==> config.mk <==
export PLATFORM = sky130hd
export DESIGN_NAME = gamepad_packet_motor_ramp
export DESIGN_NICKNAME = d
export VERILOG_FILES = /design/src/design/gpmr_pkg.sv /design/src/design/gpmr_frame_parser.sv /design/src/design/gpmr_ramp_channel.sv /design/src/design/gamepad_packet_motor_ramp.sv
export SDC_FILE = /design/constraint.sdc
export NUM_CORES = 1
export LEC_CHECK = 0
export BUFFER_PORTS_ARGS = -buffer_cell sky130_fd_sc_hd__buf_4
export CAP_MARGIN = 0
export CORE_ASPECT_RATIO = 2
export CORE_MARGIN = 1
export CORE_UTILIZATION = 40
export CTS_CLUSTER_DIAMETER = 150
export DETAILED_ROUTE_END_ITERATION = 7
export HOLD_SLACK_MARGIN = 0.03
export PLACE_DENSITY_LB_ADDON = 0.2
export SYNTH_ARGS = -nofsm -noshare
export SYNTH_HDL_FRONTEND = slang
export SYNTH_SLANG_ARGS = --single-unit
==> constraint.sdc <==
create_clock -name aclk -period 6.6 [get_ports aclk]
set_input_delay 0.66 -clock aclk [delete_from_list [all_inputs] [get_ports aclk]]
set_output_delay 0.66 -clock aclk [all_outputs]
set_load 0.05 [all_outputs]
==> src/design/gpmr_pkg.sv <==
// ----------------------------------------------------------------------------
// gpmr_pkg
// Shared constants, register indexes, types and request functions for the gamepad motor ramp.
// ----------------------------------------------------------------------------
`timescale 1ns / 1ps

package gpmr_pkg;

    localparam int FRAME_DATA_BYTES = 6;
    localparam int DUTY_W           = 10;
    localparam int CFG_IDX_W        = 3;
    localparam int CFG_DATA_W       = 10;

    // Configuration register indexes.
    localparam logic [CFG_IDX_W-1:0] REG_RAMP_STEP      = 3'd0;
    localparam logic [CFG_IDX_W-1:0] REG_WHEEL_MAX      = 3'd1;
    localparam logic [CFG_IDX_W-1:0] REG_AUX_MAX        = 3'd2;
    localparam logic [CFG_IDX_W-1:0] REG_START_BYTE     = 3'd3;
    localparam logic [CFG_IDX_W-1:0] REG_CHECKSUM_TRIES = 3'd4;
    localparam logic [CFG_IDX_W-1:0] REG_STICK_LOW      = 3'd5;
    localparam logic [CFG_IDX_W-1:0] REG_STICK_HIGH     = 3'd6;

    // Register values after reset.
    localparam logic [7:0]        RST_RAMP_STEP      = 8'd48;
    localparam logic [DUTY_W-1:0] RST_WHEEL_MAX      = 10'd1008;
    localparam logic [DUTY_W-1:0] RST_AUX_MAX        = 10'd960;
    localparam logic [7:0]        RST_START_BYTE     = 8'h80;
    localparam logic [3:0]        RST_CHECKSUM_TRIES = 4'd10;
    localparam logic [6:0]        RST_STICK_LOW      = 7'h0A;
    localparam logic [6:0]        RST_STICK_HIGH     = 7'h77;

    // Stick y codes for full forward and full reverse.
    localparam logic [7:0] STICK_Y_FWD = 8'h00;
    localparam logic [7:0] STICK_Y_REV = 8'h7F;

    typedef logic [1:0] req_t;

    localparam req_t REQ_NONE = 2'd0;
    localparam req_t REQ_FWD  = 2'd1;
    localparam req_t REQ_REV  = 2'd2;

    typedef struct packed {
        logic [7:0] start_byte;
        logic [3:0] checksum_tries;
    } parse_cfg_t;

    typedef struct packed {
        logic [DUTY_W-1:0] wheel_right_duty;
        logic [DUTY_W-1:0] wheel_left_duty;
        logic [DUTY_W-1:0] collect_duty;
        logic [DUTY_W-1:0] load_duty;
        logic              wheel_right_dir;
        logic              wheel_left_dir;
        logic              collect_dir;
        logic              load_dir;
        logic              shooter_on;
    } result_t;

    function automatic req_t button_req(input logic fwd, input logic rev);
        req_t r;
        if (fwd) begin
            r = REQ_FWD;
        end else if (rev) begin
            r = REQ_REV;
        end else begin
            r = REQ_NONE;
        end
        return r;
    endfunction

    function automatic req_t stick_req(input logic [7:0] x, input logic [7:0] y,
                                       input logic [6:0] lo, input logic [6:0] hi);
        req_t r;
        r = REQ_NONE;
        if ((x < {1'b0, hi}) && (x > {1'b0, lo})) begin
            if (y == STICK_Y_FWD) begin
                r = REQ_FWD;
            end else if (y == STICK_Y_REV) begin
                r = REQ_REV;
            end
        end
        return r;
    endfunction

endpackage

==> src/design/gpmr_frame_parser.sv <==
// ----------------------------------------------------------------------------
// gpmr_frame_parser
// Start byte hunt, data byte capture and checksum search for one frame.
// ----------------------------------------------------------------------------
`timescale 1ns / 1ps

module gpmr_frame_parser
    import gpmr_pkg::*;
#(
    parameter int FRAME_BYTES = FRAME_DATA_BYTES
) (
    input  logic                        aclk,
    input  logic                        aresetn,
    input  logic                        byte_valid,
    input  logic [7:0]                  rx_byte,
    input  parse_cfg_t                  cfg,
    output logic                        apply,
    output logic [FRAME_BYTES-1:0][7:0] frame_bytes
);

    localparam int IDX_W = $clog2(FRAME_BYTES);
    localparam logic [IDX_W-1:0] LAST_IDX = IDX_W'(FRAME_BYTES - 1);

    localparam logic [1:0] PH_HUNT = 2'd0;
    localparam logic [1:0] PH_DATA = 2'd1;
    localparam logic [1:0] PH_SUM  = 2'd2;

    logic [1:0]       phase_reg, phase_next;
    logic [IDX_W-1:0] index_reg, index_next;
    logic [3:0]       tries_reg, tries_next;
    logic [6:0]       sum_reg, sum_next;
    logic             apply_reg, apply_next;
    logic [7:0]       frame_reg [FRAME_BYTES];

    always_comb begin
        phase_next = phase_reg;
        index_next = index_reg;
        tries_next = tries_reg;
        sum_next   = sum_reg;
        apply_next = 1'b0;
        if (byte_valid) begin
            unique case (phase_reg)
                PH_DATA: begin
                    sum_next = sum_reg + rx_byte[6:0];
                    if (index_reg == LAST_IDX) begin
                        index_next = '0;
                        tries_next = (cfg.checksum_tries != 4'd0) ? cfg.checksum_tries : 4'd1;
                        phase_next = PH_SUM;
                    end else begin
                        index_next = index_reg + 1'b1;
                    end
                end
                PH_SUM: begin
                    if (rx_byte == {1'b0, sum_reg}) begin
                        phase_next = PH_HUNT;
                        tries_next = 4'd0;
                        apply_next = 1'b1;
                    end else begin
                        tries_next = (tries_reg != 4'd0) ? tries_reg - 1'b1 : 4'd0;
                        if (tries_next == 4'd0) begin
                            phase_next = PH_HUNT;
                        end
                    end
                end
                default: begin
                    phase_next = PH_HUNT;
                    if (rx_byte == cfg.start_byte) begin
                        phase_next = PH_DATA;
                        index_next = '0;
                        sum_next   = 7'd0;
                    end
                end
            endcase
        end
    end

    always_ff @(posedge aclk) begin
        if (!aresetn) begin
            phase_reg <= PH_HUNT;
            index_reg <= '0;
            tries_reg <= 4'd0;
            sum_reg   <= 7'd0;
            apply_reg <= 1'b0;
        end else begin
            phase_reg <= phase_next;
            index_reg <= index_next;
            tries_reg <= tries_next;
            sum_reg   <= sum_next;
            apply_reg <= apply_next;
        end
    end

    // Frame bytes are not overwritten before the next start byte, so they stay
    // stable in the cycle after the checksum match.
    always_ff @(posedge aclk) begin
        if (byte_valid && (phase_reg == PH_DATA)) begin
            frame_reg[index_reg] <= rx_byte;
        end
    end

    assign apply = apply_reg;

    always_comb begin
        for (int i = 0; i < FRAME_BYTES; i++) begin
            frame_bytes[i] = frame_reg[i];
        end
    end

endmodule

==> src/design/gpmr_ramp_channel.sv <==
// ----------------------------------------------------------------------------
// gpmr_ramp_channel
// Duty ramp of one motor channel with forward and reverse trackers.
// ----------------------------------------------------------------------------
`timescale 1ns / 1ps

module gpmr_ramp_channel
    import gpmr_pkg::*;
(
    input  logic              aclk,
    input  logic              aresetn,
    input  logic              apply,
    input  logic              clear_duty,
    input  req_t              req,
    input  logic [7:0]        ramp_step,
    input  logic [DUTY_W-1:0] ceiling,
    output logic [DUTY_W-1:0] duty_new,
    output logic              dir_new
);

    localparam logic [DUTY_W-1:0] DUTY_FULL = '1;

    logic [DUTY_W-1:0] actual_reg, actual_next;
    logic [DUTY_W-1:0] fwd_reg, fwd_next;
    logic [DUTY_W-1:0] rev_reg, rev_next;
    logic [DUTY_W-1:0] duty_reg, duty_next;
    logic              dir_reg, dir_next;
    logic [DUTY_W-1:0] trk, trk_next;

    function automatic logic [DUTY_W-1:0] duty_rise(input logic [DUTY_W-1:0] v,
                                                    input logic [7:0] step);
        logic [DUTY_W:0] s;
        s = {1'b0, v} + (DUTY_W + 1)'(step);
        return (s > {1'b0, DUTY_FULL}) ? DUTY_FULL : s[DUTY_W-1:0];
    endfunction

    function automatic logic [DUTY_W-1:0] duty_fall(input logic [DUTY_W-1:0] v,
                                                    input logic [7:0] step);
        logic [DUTY_W-1:0] st;
        st = DUTY_W'(step);
        return (v > st) ? v - st : '0;
    endfunction

    assign trk = (req == REQ_FWD) ? fwd_reg : rev_reg;

    always_comb begin
        actual_next = actual_reg;
        fwd_next    = fwd_reg;
        rev_next    = rev_reg;
        duty_next   = clear_duty ? '0 : duty_reg;
        dir_next    = dir_reg;
        trk_next    = trk;
        case (req) inside
            REQ_FWD, REQ_REV: begin
                if (actual_reg == trk) begin
                    if (actual_reg < ceiling) begin
                        actual_next = duty_rise(actual_reg, ramp_step);
                        duty_next   = actual_next;
                        dir_next    = (req == REQ_FWD);
                    end
                    if (trk < ceiling) begin
                        trk_next = duty_rise(trk, ramp_step);
                    end
                end else begin
                    if (actual_reg != '0) begin
                        actual_next = duty_fall(actual_reg, ramp_step);
                        duty_next   = actual_next;
                    end
                    if (trk != '0) begin
                        trk_next = duty_fall(trk, ramp_step);
                    end
                end
            end
            default: begin
                if (actual_reg != '0) begin
                    actual_next = duty_fall(actual_reg, ramp_step);
                    duty_next   = actual_next;
                end
            end
        endcase
        if (req == REQ_FWD) begin
            fwd_next = trk_next;
        end else if (req == REQ_REV) begin
            rev_next = trk_next;
        end
    end

    always_ff @(posedge aclk) begin
        if (!aresetn) begin
            actual_reg <= '0;
            fwd_reg    <= '0;
            rev_reg    <= '0;
            duty_reg   <= '0;
            dir_reg    <= 1'b0;
        end else if (apply) begin
            actual_reg <= actual_next;
            fwd_reg    <= fwd_next;
            rev_reg    <= rev_next;
            duty_reg   <= duty_next;
            dir_reg    <= dir_next;
        end
    end

    assign duty_new = duty_next;
    assign dir_new  = dir_next;

endmodule

==> src/design/gamepad_packet_motor_ramp.sv <==
// ----------------------------------------------------------------------------
// gamepad_packet_motor_ramp
// Path: once the checksum byte is accepted, its result word passes the parser
// register, then the skid stage if m_* stalls, then the result register.
// Throughput: one byte per cycle; s_ready drops only when the result register
// and its skid stage would both be taken by unread results.
// Reset: aresetn, synchronous and active low, clears the parser, all ramps,
// trackers, duties, direction bits and the shooter latch, and loads defaults.
// ----------------------------------------------------------------------------
`timescale 1ns / 1ps

module gamepad_packet_motor_ramp
    import gpmr_pkg::*;
#(
    parameter int FRAME_BYTES = FRAME_DATA_BYTES
) (
    input  logic                  aclk,
    input  logic                  aresetn,

    input  logic                  s_valid,
    output logic                  s_ready,
    input  logic [7:0]            s_rx_byte,

    output logic                  m_valid,
    input  logic                  m_ready,
    output logic [DUTY_W-1:0]     m_wheel_right_duty,
    output logic [DUTY_W-1:0]     m_wheel_left_duty,
    output logic [DUTY_W-1:0]     m_collect_duty,
    output logic [DUTY_W-1:0]     m_load_duty,
    output logic                  m_wheel_right_dir,
    output logic                  m_wheel_left_dir,
    output logic                  m_collect_dir,
    output logic                  m_load_dir,
    output logic                  m_shooter_on,

    input  logic                  cfg_valid,
    output logic                  cfg_ready,
    input  logic [CFG_IDX_W-1:0]  cfg_index,
    input  logic [CFG_DATA_W-1:0] cfg_data
);

    // ------------------------------------------------------------------
    // Configuration registers. Writes are always taken; an index past the
    // last register is ignored.
    // ------------------------------------------------------------------
    logic [7:0]        ramp_step_reg;
    logic [DUTY_W-1:0] wheel_max_reg;
    logic [DUTY_W-1:0] aux_max_reg;
    logic [7:0]        start_byte_reg;
    logic [3:0]        tries_cfg_reg;
    logic [6:0]        stick_low_reg;
    logic [6:0]        stick_high_reg;

    assign cfg_ready = 1'b1;

    always_ff @(posedge aclk) begin
        if (!aresetn) begin
            ramp_step_reg  <= RST_RAMP_STEP;
            wheel_max_reg  <= RST_WHEEL_MAX;
            aux_max_reg    <= RST_AUX_MAX;
            start_byte_reg <= RST_START_BYTE;
            tries_cfg_reg  <= RST_CHECKSUM_TRIES;
            stick_low_reg  <= RST_STICK_LOW;
            stick_high_reg <= RST_STICK_HIGH;
        end else if (cfg_valid) begin
            unique case (cfg_index)
                REG_RAMP_STEP:      ramp_step_reg  <= cfg_data[7:0];
                REG_WHEEL_MAX:      wheel_max_reg  <= cfg_data[DUTY_W-1:0];
                REG_AUX_MAX:        aux_max_reg    <= cfg_data[DUTY_W-1:0];
                REG_START_BYTE:     start_byte_reg <= cfg_data[7:0];
                REG_CHECKSUM_TRIES: tries_cfg_reg  <= cfg_data[3:0];
                REG_STICK_LOW:      stick_low_reg  <= cfg_data[6:0];
                REG_STICK_HIGH:     stick_high_reg <= cfg_data[6:0];
                default: begin
                end
            endcase
        end
    end

    // ------------------------------------------------------------------
    // Parser stage. It raises apply for one cycle after the byte that
    // matches the frame checksum, with the frame bytes held alongside.
    // ------------------------------------------------------------------
    logic                        in_accept;
    logic                        apply;
    logic [FRAME_BYTES-1:0][7:0] frame_bytes;
    parse_cfg_t                  parse_cfg;

    assign in_accept = s_valid && s_ready;
    assign parse_cfg = '{start_byte: start_byte_reg, checksum_tries: tries_cfg_reg};

    gpmr_frame_parser #(
        .FRAME_BYTES(FRAME_BYTES)
    ) u_parser (
        .aclk       (aclk),
        .aresetn    (aresetn),
        .byte_valid (in_accept),
        .rx_byte    (s_rx_byte),
        .cfg        (parse_cfg),
        .apply      (apply),
        .frame_bytes(frame_bytes)
    );

    // ------------------------------------------------------------------
    // Ramp stage. Byte 0 carries the shoulder buttons and square, byte 1
    // triangle and circle, bytes 2 and 3 the left stick, 4 and 5 the right.
    // Channels are independent, so all four are updated in the same cycle.
    // ------------------------------------------------------------------
    logic [7:0] b0, b1;
    req_t       req_right, req_left, req_collect, req_load;
    logic       square;

    assign b0          = frame_bytes[0];
    assign b1          = frame_bytes[1];
    assign square      = b0[0];
    assign req_collect = button_req(b0[3], b0[4]);
    assign req_load    = button_req(b0[1], b0[2]);
    assign req_right   = stick_req(frame_bytes[4], frame_bytes[5],
                                   stick_low_reg, stick_high_reg);
    assign req_left    = stick_req(frame_bytes[2], frame_bytes[3],
                                   stick_low_reg, stick_high_reg);

    logic [DUTY_W-1:0] duty_right, duty_left, duty_collect, duty_load;
    logic              dir_right, dir_left, dir_collect, dir_load;

    gpmr_ramp_channel u_ch_right (
        .aclk(aclk), .aresetn(aresetn), .apply(apply), .clear_duty(square),
        .req(req_right), .ramp_step(ramp_step_reg), .ceiling(wheel_max_reg),
        .duty_new(duty_right), .dir_new(dir_right)
    );

    gpmr_ramp_channel u_ch_left (
        .aclk(aclk), .aresetn(aresetn), .apply(apply), .clear_duty(square),
        .req(req_left), .ramp_step(ramp_step_reg), .ceiling(wheel_max_reg),
        .duty_new(duty_left), .dir_new(dir_left)
    );

    gpmr_ramp_channel u_ch_collect (
        .aclk(aclk), .aresetn(aresetn), .apply(apply), .clear_duty(square),
        .req(req_collect), .ramp_step(ramp_step_reg), .ceiling(aux_max_reg),
        .duty_new(duty_collect), .dir_new(dir_collect)
    );

    gpmr_ramp_channel u_ch_load (
        .aclk(aclk), .aresetn(aresetn), .apply(apply), .clear_duty(square),
        .req(req_load), .ramp_step(ramp_step_reg), .ceiling(aux_max_reg),
        .duty_new(duty_load), .dir_new(dir_load)
    );

    // The shooter latch is set by circle and then cleared by triangle, so
    // triangle wins when both are pressed.
    logic shooter_reg, shooter_next;

    always_comb begin
        shooter_next = shooter_reg;
        if (b1[6]) begin
            shooter_next = 1'b1;
        end
        if (b1[4]) begin
            shooter_next = 1'b0;
        end
    end

    always_ff @(posedge aclk) begin
        if (!aresetn) begin
            shooter_reg <= 1'b0;
        end else if (apply) begin
            shooter_reg <= shooter_next;
        end
    end

    result_t result;

    assign result = '{
        wheel_right_duty: duty_right,
        wheel_left_duty:  duty_left,
        collect_duty:     duty_collect,
        load_duty:        duty_load,
        wheel_right_dir:  dir_right,
        wheel_left_dir:   dir_left,
        collect_dir:      dir_collect,
        load_dir:         dir_load,
        shooter_on:       shooter_next
    };

    // ------------------------------------------------------------------
    // Result register with a skid stage. The input side keeps taking bytes
    // while a result word waits, as long as a slot is free for the one
    // result that the parser may already hold.
    // ------------------------------------------------------------------
    result_t out_reg, skid_reg;
    logic    m_valid_reg, skid_valid_reg;
    logic [1:0] occupancy;

    assign occupancy = {1'b0, m_valid_reg} + {1'b0, skid_valid_reg} + {1'b0, apply};
    assign s_ready   = (occupancy < 2'd2);

    always_ff @(posedge aclk) begin
        if (!aresetn) begin
            m_valid_reg    <= 1'b0;
            skid_valid_reg <= 1'b0;
        end else begin
            if (!m_valid_reg || m_ready) begin
                if (skid_valid_reg) begin
                    m_valid_reg    <= 1'b1;
                    skid_valid_reg <= apply;
                end else begin
                    m_valid_reg    <= apply;
                end
            end else if (apply) begin
                skid_valid_reg <= 1'b1;
            end
        end
    end

    always_ff @(posedge aclk) begin
        if (!m_valid_reg || m_ready) begin
            if (skid_valid_reg) begin
                out_reg <= skid_reg;
                if (apply) begin
                    skid_reg <= result;
                end
            end else if (apply) begin
                out_reg <= result;
            end
        end else if (apply) begin
            skid_reg <= result;
        end
    end

    assign m_valid            = m_valid_reg;
    assign m_wheel_right_duty = out_reg.wheel_right_duty;
    assign m_wheel_left_duty  = out_reg.wheel_left_duty;
    assign m_collect_duty     = out_reg.collect_duty;
    assign m_load_duty        = out_reg.load_duty;
    assign m_wheel_right_dir  = out_reg.wheel_right_dir;
    assign m_wheel_left_dir   = out_reg.wheel_left_dir;
    assign m_collect_dir      = out_reg.collect_dir;
    assign m_load_dir         = out_reg.load_dir;
    assign m_shooter_on       = out_reg.shooter_on;

    // ------------------------------------------------------------------
    // Assertions.
    // ------------------------------------------------------------------

    // The skid stage only fills behind a waiting result word.
    assert property (@(posedge aclk) disable iff (!aresetn)
        skid_valid_reg |-> m_valid_reg)
        else $error("skid stage holds a word while the result register is empty");

    // A new result never arrives when both slots are full and stalled.
    assert property (@(posedge aclk) disable iff (!aresetn)
        (apply && m_valid_reg && !m_ready) |-> !skid_valid_reg)
        else $error("result word arrives with no free slot");

    // A frame is applied only in the cycle after an accepted byte.
    assert property (@(posedge aclk) disable iff (!aresetn)
        apply |-> $past(in_accept))
        else $error("frame applied without a preceding checksum byte");

endmodule

==> results of run 1 <==
==> area by class of cell <==
class	count	area (sq um)	area share (%)
clock buffer	49	1020	3.56
clock inverter	19	294	1.02
inverter	163	614	2.13
multi-input combinational	2358	16200	56.4
sequential	367	8640	30.0
tap	871	1090	3.79
timing repair buffer	118	886	3.08
==> worst max-delay path: stages, from the launching register on <==
cell and delay [ns]:
edfxtp_1 0.39, ha_1 0.33, nand4_1 0.21, o21ai_0 0.14, or3_4 0.41, or3_1 0.61
nand2_1 0.19, a21boi_0 0.37, inv_1 0.09, ha_1 0.22, fa_1 0.40, or3b_2 0.22
a21oi_1 0.12, nor2_1 0.11, o21bai_1 0.09, a221oi_1 0.45, nor2_1 0.29, o31a_1 0.34
a221oi_1 0.38, a211oi_1 0.12
==> logic make-up (layout without fill, tap and decap cells) <==
logic type	Yosys count	count (layout)	share of synthesized area, %
adder cells (fa/ha/maj)	255	255	12.7
multiplexers	124	124	5.09
AND/OR/NAND/NOR	959	959	17.8
flip-flops	367	367	33.2
other	1	1	0.0144
XOR/XNOR	139	139	4.67
AO/OA/AOI/OAI	880	880	22.0
buffers and inverters	311	349	4.60
==> Yosys cell counts (41+ instances only) <==
library cell / n / area share (%)
nor2b_1: 41 / 0.98
xor2_1: 59 / 2.0
nor3_1: 64 / 1.2
nand3_1: 57 / 1.1
dfxtp_1: 238 / 18
ha_1: 238 / 11
clkbuf_1: 128 / 1.8
nor2_1: 271 / 3.9
xnor2_1: 80 / 2.7
a211oi_1: 55 / 1.6
nand2_1: 280 / 4.0
o21ai_0: 175 / 3.4
inv_1: 162 / 2.3
a21oi_1: 261 / 5.0
nand2b_1: 50 / 1.2
mux2i_1: 69 / 2.7
edfxtp_1: 129 / 15
a21o_1: 54 / 1.6
mux2_2: 51 / 2.2
==> final timing paths <==
check	start	to	slack [ns]	depth (start not counted)
min	cfg_data[9]	wheel_max_reg[9]	0.34	3
max reg2reg	u_parser.frame_reg[4][3]	u_ch_right.fwd_reg[3]	0.94	19
max	u_parser.frame_reg[4][3]	u_ch_right.fwd_reg[3]	0.94	19
min reg2reg	aux_max_reg[1]	aux_max_reg[1]	0.45	2
==> where the power goes <==
group	internal, mW	switching, mW
combinational	0.0802	0.177
sequential	2.34	0.00490
clock	1.38	0.982
==> stage by stage <==
stage / cells / instance area, sq um / util (%)
6_report: 3945 / 28800 / 44.6
3_5_place_dp: 3877 / 27500 / 42.5
5_1_grt: 3945 / 28800 / 44.6
3_3_place_gp: 3877 / 27500 / 42.5
4_1_cts: 3945 / 28800 / 44.6
2_1_floorplan: 3036 / 26000 / -
==> per-layer routing <==
layer  global-route usage, %  part of all wire [%]  vias to the layer above
met1                    27.8                    38                    11100
met3                    2.68                   4.2                      258
met4                    16.3                   6.5                        0
met2                    48.6                    52                      706
met5                       0                     0                        -
li1                        -                     -                    11000
==> cells in the final DEF (no fill, tap or decap), types with 17 or more instances in the layout <==
cell type	n
o211ai_1	38
a221oi_1	17
nor4_1	38
mux2_2	51
nand3_1	57
a21oi_1	261
xnor2_1	80
or3_1	18
o21bai_1	27
o31ai_1	29
o21a_1	21
nand2_1	280
clkbuf_16	39
a211oi_1	55
nand2b_1	50
dfxtp_1	236
xor2_1	59
buf_4	118
edfxtp_1	129
o21ai_0	174
nor2_1	270
ha_1	238
nor2b_1	41
a31oi_1	35
nand4_1	35
mux2i_1	69
fa_1	17
and2_1	19
nor3_1	63
and3_1	18
a21o_1	54
inv_1	161
==> results.cfg, run 1 <==
[run_status]
outcome = finished, final reports clean

[die]
rows = 132
die_w_um = 182
start_util_pct = 40.3
floorplan.io_pins = 74
die_h_um = 363
dieArea_sq_mm = 0.0662
coreArea_sq_mm = 0.0646

[global_route]
grt_pass1_vias = 23300
grt_overflow = 0
grt_max_degree = 87
grt_use_total_pct = 26.1
grt_pass1_wl_um = 133000
antenna_found_initial = 0

[timing]
rsz0062_at_grt = false
finalMaxSlewViolations = 0
clock.fmax_ghz = 0.177
period_minus_slack_ns = 5.66
fin_tns_setup_ns = 0
worstMarginPinSlew_ns = 1.28
hold_viol = 0
period_share_pct = 85.7
relSlewSlack_pct = 14.6
setup_viol = 0
setup_slack_ns = 0.942
timing.hold.ws_ns = 0.336
clock_skew_ns = 0.0226

[clock_tree]
cts-root-buf = clkbuf_16
cts_sinks = 367
cts.clk_slew.worst_paths_ns = 0.07
postCtsSetupRepairBufs = 0
cts_tree = yes
ctsHoldBuffers = 0
cts.path.max_buffers = 3
clock_latency_ns = 0.57
htreeDepth = 2
cts_buffers = 37
cts_resized = 0

[cells_and_area]
area_growth_pct = 10.5
largest_register_ff_count = 45
nNetsFinal = 3326
drive_gt1_share_pct = 9.40
fill_cells = 6382
diodes = 0

[power]
ir_drop_v = 0.000206
power.leakage_nw = 12.0
power_density_mw_per_mm2 = 172
p_total_mw = 4.96

[drt]
vias_per_cell = 5.84
drc = 0
first_pass_iters = 7
wirelength_um = 86700
drt_iter0_drc = 1426
ant_nets = 0
wl_per_cell_um = 22.0
vias = 23100

[logic_synthesis]
synthFlopType = dfxtp_1
async_reset_ff_share_pct = 0
synth-edff-count = 129
syn_area_per_cell_sq_um = 8.58
syn_inst = 3036
synth.distinct_cells = 95
ys_seq_elements = 367
synth_area_sq_mm = 0.0260
ys_seq_area_share_pct = 33.2
syn-num-nets = 3317
yosysWarnings = 0

[place]
pre_cts_slack_ns = 1.01
dp_hpwl_um = 65200
numPortBuffers = 72
gp_congestion = 0.980

[setup_path]
critPathLaunchType = flop
end_kind = flop
arrival_ns = 6.06
cp_data_required_time_ns = 7.01
cp_max_fo = 15
path_class = flop to flop

[min_path]
hp-class = input port to flop

[job]
max_cap_violations = 0
Power figures use the tool's default switching activity.
==> run 2: changes to the inputs <==
--- a/config.mk
+++ b/config.mk
@@ -13,6 +13,7 @@
 export CTS_CLUSTER_DIAMETER = 150
 export DETAILED_ROUTE_END_ITERATION = 7
 export HOLD_SLACK_MARGIN = 0.03
+export MAX_ROUTING_LAYER = met4
 export PLACE_DENSITY_LB_ADDON = 0.2
 export SYNTH_ARGS = -nofsm -noshare
 export SYNTH_HDL_FRONTEND = slang
==> results.cfg, run 2 (synthesis results as in run 1) <==
[run_status]
outcome = finished, final reports clean

[global_route]
grt_overflow = 0
antenna_found_initial = 0
grt_max_degree = 89
grt_pass1_vias = 22900
grt_use_total_pct = 27.0
grt_pass1_wl_um = 133000

[cells_and_area]
drive_gt1_share_pct = 9.38
largest_register_ff_count = 45
final_cell_mix = 280 x nand2_1, 270 x nor2_1, 261 x a21oi_1
nNetsFinal = 3322
area_growth_pct = 10.1
mostFrequentLayoutCell = nand2_1
fin_util_pct = 44.4
diodes = 0

[die]
die_h_um = 363
coreArea_sq_mm = 0.0646
die_w_um = 182
floorplan.io_pins = 74
dieArea_sq_mm = 0.0662
rows = 132
start_util_pct = 40.3

[setup_path]
end_kind = flop
cp_data_required_time_ns = 6.99
ff2ff_path_depth = 20
critPathLaunchType = flop
arrival_ns = 6.07
cp_max_fo = 15
path_class = flop to flop

[timing]
finalMaxSlewViolations = 0
period_minus_slack_ns = 5.68
rsz0062_at_grt = false
relSlewSlack_pct = 12.5
setup_slack_ns = 0.919
timing.hold.ws_ns = 0.347
fin_tns_setup_ns = 0
clock_skew_ns = 0.0205
setup_viol = 0
period_share_pct = 86.1
worstMarginPinSlew_ns = 1.31
clock.fmax_ghz = 0.176
hold_viol = 0

[clock_tree]
cts_tree = yes
cts.clk_slew.worst_paths_ns = 0.06
htreeDepth = 2
cts_sinks = 367
cts_resized = 0
postCtsSetupRepairBufs = 0
cts.path.max_buffers = 3
ctsHoldBuffers = 0
cts-root-buf = clkbuf_16
clock_latency_ns = 0.58
cts_buffers = 38

[drt]
drc = 0
wirelength_um = 87800
first_pass_iters = 5
ant_nets = 0
drt_iter0_drc = 1391
wl_per_cell_um = 22.3
vias = 23000
vias_per_cell = 5.83

[place]
numPortBuffers = 72
gp_congestion = 0.967
pre_cts_slack_ns = 0.986
dp_hpwl_um = 66100

[min_path]
hp-class = input port to flop
hold_path_depth = 1

[job]
max_cap_violations = 0

[power]
p_total_mw = 4.82
power_density_mw_per_mm2 = 168
power.leakage_nw = 11.9
ir_drop_v = 0.000183
run 2: worst paths after layout:
path	to	slack, ns	start
worst max-delay path	u_ch_right.rev_reg[1]	0.92	u_parser.frame_reg[4][3]
worst min-delay path	u_parser.frame_reg[5][5]	0.35	s_rx_byte[5]
worst max register to register	u_ch_right.rev_reg[1]	0.92	u_parser.frame_reg[4][3]
worst min register to register	stick_low_reg[2]	0.46	stick_low_reg[2]
run 2: critical path: stages, from the launching register on:
cell      delay (ns)
edfxtp_1        0.41
ha_1            0.33
nand4_1         0.20
o21ai_0         0.14
or3_4           0.41
or3_1           0.61
nand2_1         0.21
a21boi_0        0.40
inv_1           0.09
ha_1            0.22
fa_1            0.40
or3b_2          0.22
a21oi_1         0.12
nor2_1          0.13
o21bai_1        0.10
a221oi_1        0.41
nor2_1          0.28
nor3_1          0.22
a21oi_1         0.07
a221oi_1        0.37
a211oi_1        0.14
run 2: layer usage:
layer | wire length [um] | vias up | global-route usage [%]
met3 | 3510 | 240 | 2.36
met1 | 33100 | 11000 | 27.9
met5 | 0 | - | -
met4 | 5700 | 0 | 16.8
met2 | 45500 | 718 | 49.0
li1 | - | 11000 | -
run 2: layout make-up:
class | count | area, sq um
clock buffer | 53 | 1110
clock inverter | 17 | 138
fill | 6396 | 35900
inverter | 163 | 614
multi-input combinational | 2358 | 16200
sequential | 367 | 8640
tap | 871 | 1090
timing repair buffer | 113 | 848
run 2: through the flow:
stage	cell area, sq um	std cells
floorplan	26000	3036
global placement	27400	3872
detailed placement	27400	3872
CTS	28700	3942
global route	28700	3942
finish	28700	3942
run 2: where the power goes:
part / internal [mW] / switching, mW / total [mW]
Clock: 1.23 / 0.990 / 2.22
Sequential: 2.34 / 0.00572 / 2.34
Combinational: 0.0798 / 0.177 / 0.257
